==> config.mk <==
export PLATFORM = sky130hd
export DESIGN_NAME = gbps_nbr
export DESIGN_NICKNAME = d
export VERILOG_FILES = /design/src/hdl/gbps_pkg.sv /design/src/hdl/gbps_nbr.sv
export SDC_FILE = /design/constraint.sdc
export NUM_CORES = 1
export LEC_CHECK = 0
export BUFFER_PORTS_ARGS = -buffer_cell sky130_fd_sc_hd__buf_2
export CORE_AREA = 10 10 47 49
export DETAILED_ROUTE_END_ITERATION = 16
export DIE_AREA = 0 0 57 59
export GPL_ROUTABILITY_DRIVEN = 0
export PLACE_DENSITY = 0.78
export SLEW_MARGIN = 20
export SYNTH_ARGS = -nofsm -noshare
export SYNTH_HDL_FRONTEND = slang
export SYNTH_SLANG_ARGS = --single-unit
==> constraint.sdc <==
create_clock -name vclk -period 2.1
set_input_delay 0.105 -clock vclk [all_inputs]
set_output_delay 0.105 -clock vclk [all_outputs]
set_load 0.05 [all_outputs]
==> src/hdl/gbps_pkg.sv <==
// Shared types and codes for the grid BFS path solver.
`default_nettype none
package gbps_pkg;
  localparam int unsigned OP_W = 2;
  localparam logic [1:0] OP_WRITE = 2'd0;
  localparam logic [1:0] OP_SOLVE = 2'd1;
  localparam logic [1:0] OP_READ  = 2'd2;

  localparam logic [2:0] K_OPEN    = 3'd0;
  localparam logic [2:0] K_WALL    = 3'd1;
  localparam logic [2:0] K_START   = 3'd2;
  localparam logic [2:0] K_GOAL    = 3'd3;
  localparam logic [2:0] K_PATH    = 3'd4;
  localparam logic [2:0] K_VISITED = 3'd5;

  localparam logic [1:0] ST_FOUND   = 2'd0;
  localparam logic [1:0] ST_NOPATH  = 2'd1;
  localparam logic [1:0] ST_MISSING = 2'd2;

  localparam logic [1:0] DIR_UP    = 2'd0;
  localparam logic [1:0] DIR_DOWN  = 2'd1;
  localparam logic [1:0] DIR_LEFT  = 2'd2;
  localparam logic [1:0] DIR_RIGHT = 2'd3;

  typedef struct packed {
    logic [1:0] opcode;
    logic [5:0] cell_row;
    logic [5:0] cell_col;
    logic [1:0] cell_kind;
  } in_item_t;

  typedef struct packed {
    logic [2:0]  cell_state;
    logic [1:0]  solve_status;
    logic [11:0] path_steps;
  } out_item_t;
endpackage
`default_nettype wire

==> src/hdl/gbps_nbr.sv <==
// Shared neighbor unit: steps a cell position by one direction and bounds-checks it.
`default_nettype none
module gbps_nbr import gbps_pkg::*; #(
  parameter int unsigned ROWS = 64,
  parameter int unsigned COLS = 64,
  parameter int unsigned RW = 6,
  parameter int unsigned CW = 6
) (
  input  wire logic [RW-1:0] row,
  input  wire logic [CW-1:0] col,
  input  wire logic [1:0]    dir,
  input  wire logic          back,
  output logic [RW-1:0]      nrow,
  output logic [CW-1:0]      ncol,
  output logic               ok
);
  logic [1:0] d;
  always_comb begin
    // Going back along a parent link is the opposite direction.
    d = back ? {dir[1], ~dir[0]} : dir;
    nrow = row;
    ncol = col;
    ok = 1'b1;
    case (d)
      DIR_UP: begin
        ok = (row != '0);
        nrow = row - RW'(1);
      end
      DIR_DOWN: begin
        ok = ({1'b0, row} < (RW+1)'(ROWS - 1));
        nrow = row + RW'(1);
      end
      DIR_LEFT: begin
        ok = (col != '0);
        ncol = col - CW'(1);
      end
      default: begin
        ok = ({1'b0, col} < (CW+1)'(COLS - 1));
        ncol = col + CW'(1);
      end
    endcase
  end
endmodule
`default_nettype wire

==> results by group <==
Status
  – Outcome: completed

Yosys
  – Most frequent cell after synthesis: xnor2_1
  – Yosys cell types: 32
  – Synth top area cells: xnor2_1 14%, ha_1 11%, xor2_1 6.3%, nor4b_2 5.4%, o21ai_1 4.5%
  – Yosys top cell by area: xnor2_1
  – Synth top cells by count: 9 x xnor2_1, 6 x nand2_1, 5 x ha_1, 5 x o21ai_1, 4 x xor2_1
  – Ys Warns: 0
  – Area of the mapped netlist: approximately 560 sq um
  – Syn Area/Cell: ~8.0 sq um
  – Area share of the largest cell type after synthesis: 0.141
  – Mapped Cells: 70
  – Mapped Nets: around 90
  – Register area share after synthesis: 0

Worst setup path
  – CP max FO: 5
  – CP max-delay cell: ha_1
  – Worst setup SP type: input pin
  – CP endpoint kind: output pin
  – CP max stage delay: 320 ps
  – Arrival time at the worst endpoint: roughly 1900 ps
  – Worst path bufs/invs: 2
  – Crit Path Class: input pin to output pin
  – Worst path required time: roughly 2000 ps
  – Worst-path cell chain: buf_2 > xor2_2 > nand2b_1 > ha_1 > a211o_1 > a211oi_2 > nor4b_4 > xnor2_2 > buf_6
  – CP top delay family: compound AO/OA/AOI/OAI gates

Timing
  – Slew headroom: 0.783
  – Fmax: between 500 and 600 MHz
  – Final slew viol count: 0
  – Endpoints failing hold: 0
  – Fin Setup TNS: 0 ps
  – Final Cycle Share: 0.939
  – Setup-failing EPs final: 0
  – Final Critical Period: 1970 ps
  – Worst Tran Pin Value: around 320 ps

Finish
  – Register area: 0 sq um
  – Finished Core Util: 0.565
  – Final std cells w/o fill: about 120
  – Fraction of layout cells with a size suffix above 1: 0.465
  – Number of clock buffers in the layout: 0
  – Area growth, synth to finish: 41.9%
  – Number of fill cells: around 140
  – FFs & Latches: 0
  – Nets: around 120
  – Diodes inserted: 0
  – Design area: roughly 790 sq um

Power and ir drop
  – Combinational power share: 1.000
  – NetSw: 0.000217 W
  – Tot Pwr: around 0.00034 W
  – Worst VDD drop: between 200 and 250 uV
  – P_int: 0.000124 W
  – Sequential power share: 0
  – Static leakage: between 0.3 and 0.4 nW
  – Cell Pwr Density: 431 nW/um^2
  – Sw Ratio: 0.636
  – Clock power frac: 0

Route
  – Pre-Repair DR Iteration Count: 4
  – DR vias: ~640
  – Avg WL per Cell: between 10 and 15 microns
  – Routed vias/inst: approximately 5.4
  – Detailed Route Iter0 Violations: 8
  – Post-route ant nets: 0
  – Final WL: around 1.6 mm
  – DRC violation count after routing: 0

GRT
  – First-pass GRT wire length: about 2.6 mm
  – All-Layer GR Usage: 0.0863
  – Vias in the first global route: approximately 600
  – Initial antenna violation count: 0
  – Gr ovfl total: 0
  – Largest net degree at the start of global routing: 23

Hold path
  – Worst Hold Class: input pin to output pin

Clock tree
  – CTS Hold Bufs: 0

Die
  – Die height: between 50 and 60 microns
  – Chip width: ~57 microns
  – DIE AREA: between 3000 and 4000 sq um
  – Core area: about 1400 sq um
  – Initial core utilization: 0.398
  – FP Rows: 14
  – Io pins: 28

Place
  – Number of port buffers: 28
  – Final HPWL DP: around 1.3 mm
  – DP Cell Count: between 100 and 150
  – Dpl cell area: roughly 750 sq um

Flow run
  – MaxCap Viol Count: 0
## kinds of logic (layout without fill, tap and decap cells)
kind of cell,after synthesis,count (layout),synth area share
AND/OR/NAND/NOR,28,28,0.339
AO/OA/AOI/OAI,17,17,0.197
XOR/XNOR,13,13,0.204
adder cells (fa/ha/maj),6,6,0.148
multiplexers,3,3,0.0583
buffers and inverters,3,34,0.0538
## final cells by class
class,count,area [sq um],share of cell area
Tap cell,16,20.0,0.0253
Timing Repair Buffer,34,204,0.258
Multi-Input combinational cell,67,568,0.717
## tightest hold or removal path: stages
cell     delay (ps)
buf_2           130
xnor2_2          80
buf_6           150
## routing by layer
metal | routed length (microns) | part of all wire | global-route usage | vias to the layer above
li1 | - | - | - | 325
met4 | 0 | 0 | 0 | 0
met2 | 926 | 0.58 | 0.181 | 10
met3 | 68 | 0.042 | 0.00644 | 0
met1 | 608 | 0.38 | 0.0947 | 301
met5 | 0 | 0 | 0 | -
## what timing repair did
item,4_1_cts,5_1_grt
gates resized for setup,1,11
setup endpoints to repair,1,3
buffers inserted,0,0
hold endpoints to repair,0,0
pin swaps,0,3
cloned,0,0
## power groups by stage
stage | sequential (W) | combinational [W] | clock, W
2_1_floorplan | 0 | 0.000237 | 0
3_3_place_gp | 0 | 0.000316 | 0
3_5_place_dp | 0 | 0.000321 | 0
4_1_cts | 0 | 0.000325 | 0
5_1_grt | 0 | 0.000367 | 0
6_report | 0 | 0.000341 | 0
## cells in the final DEF (no fill, tap or decap)
cell,count
buf_2,25
xnor2_1,7
o21ai_1,7
nand2_1,6
buf_4,6
ha_1,5
a21o_1,3
a21oi_1,3
xor2_1,3
buf_6,3
nand2b_1,2
mux2_2,2
or3_1,2
nor3_1,2
xnor2_2,2
nor4_1,2
nand4_1,2
xor2_2,1
and4_2,1
nor3b_1,1
and2_1,1
or4_4,1
nor3_2,1
nor4b_2,1
mux2i_1,1
nor2_1,1
or4_1,1
a311oi_1,1
a211o_1,1
o21a_1,1
a211oi_2,1
nand3b_1,1
nor4_2,1
nor2b_1,1
nor4b_4,1
fa_2,1
## worst paths after layout
kind | cells after the start | start | slack (ps) | to
setup / recovery | 9 | dir[0] | 130 | nrow[5]
hold / removal | 3 | row[5] | 580 | nrow[5]
## through the flow
step / hold WS (ps) / setup slack [ps]
after CTS: 583 / 6.28
after floorplan: 402 / -117
final: 578 / 128
after global routing: 605 / -4.78
after global placement: 577 / 57.3
after detailed placement: 583 / -35.9
Note: power is estimated with default switching activity, not from simulation.
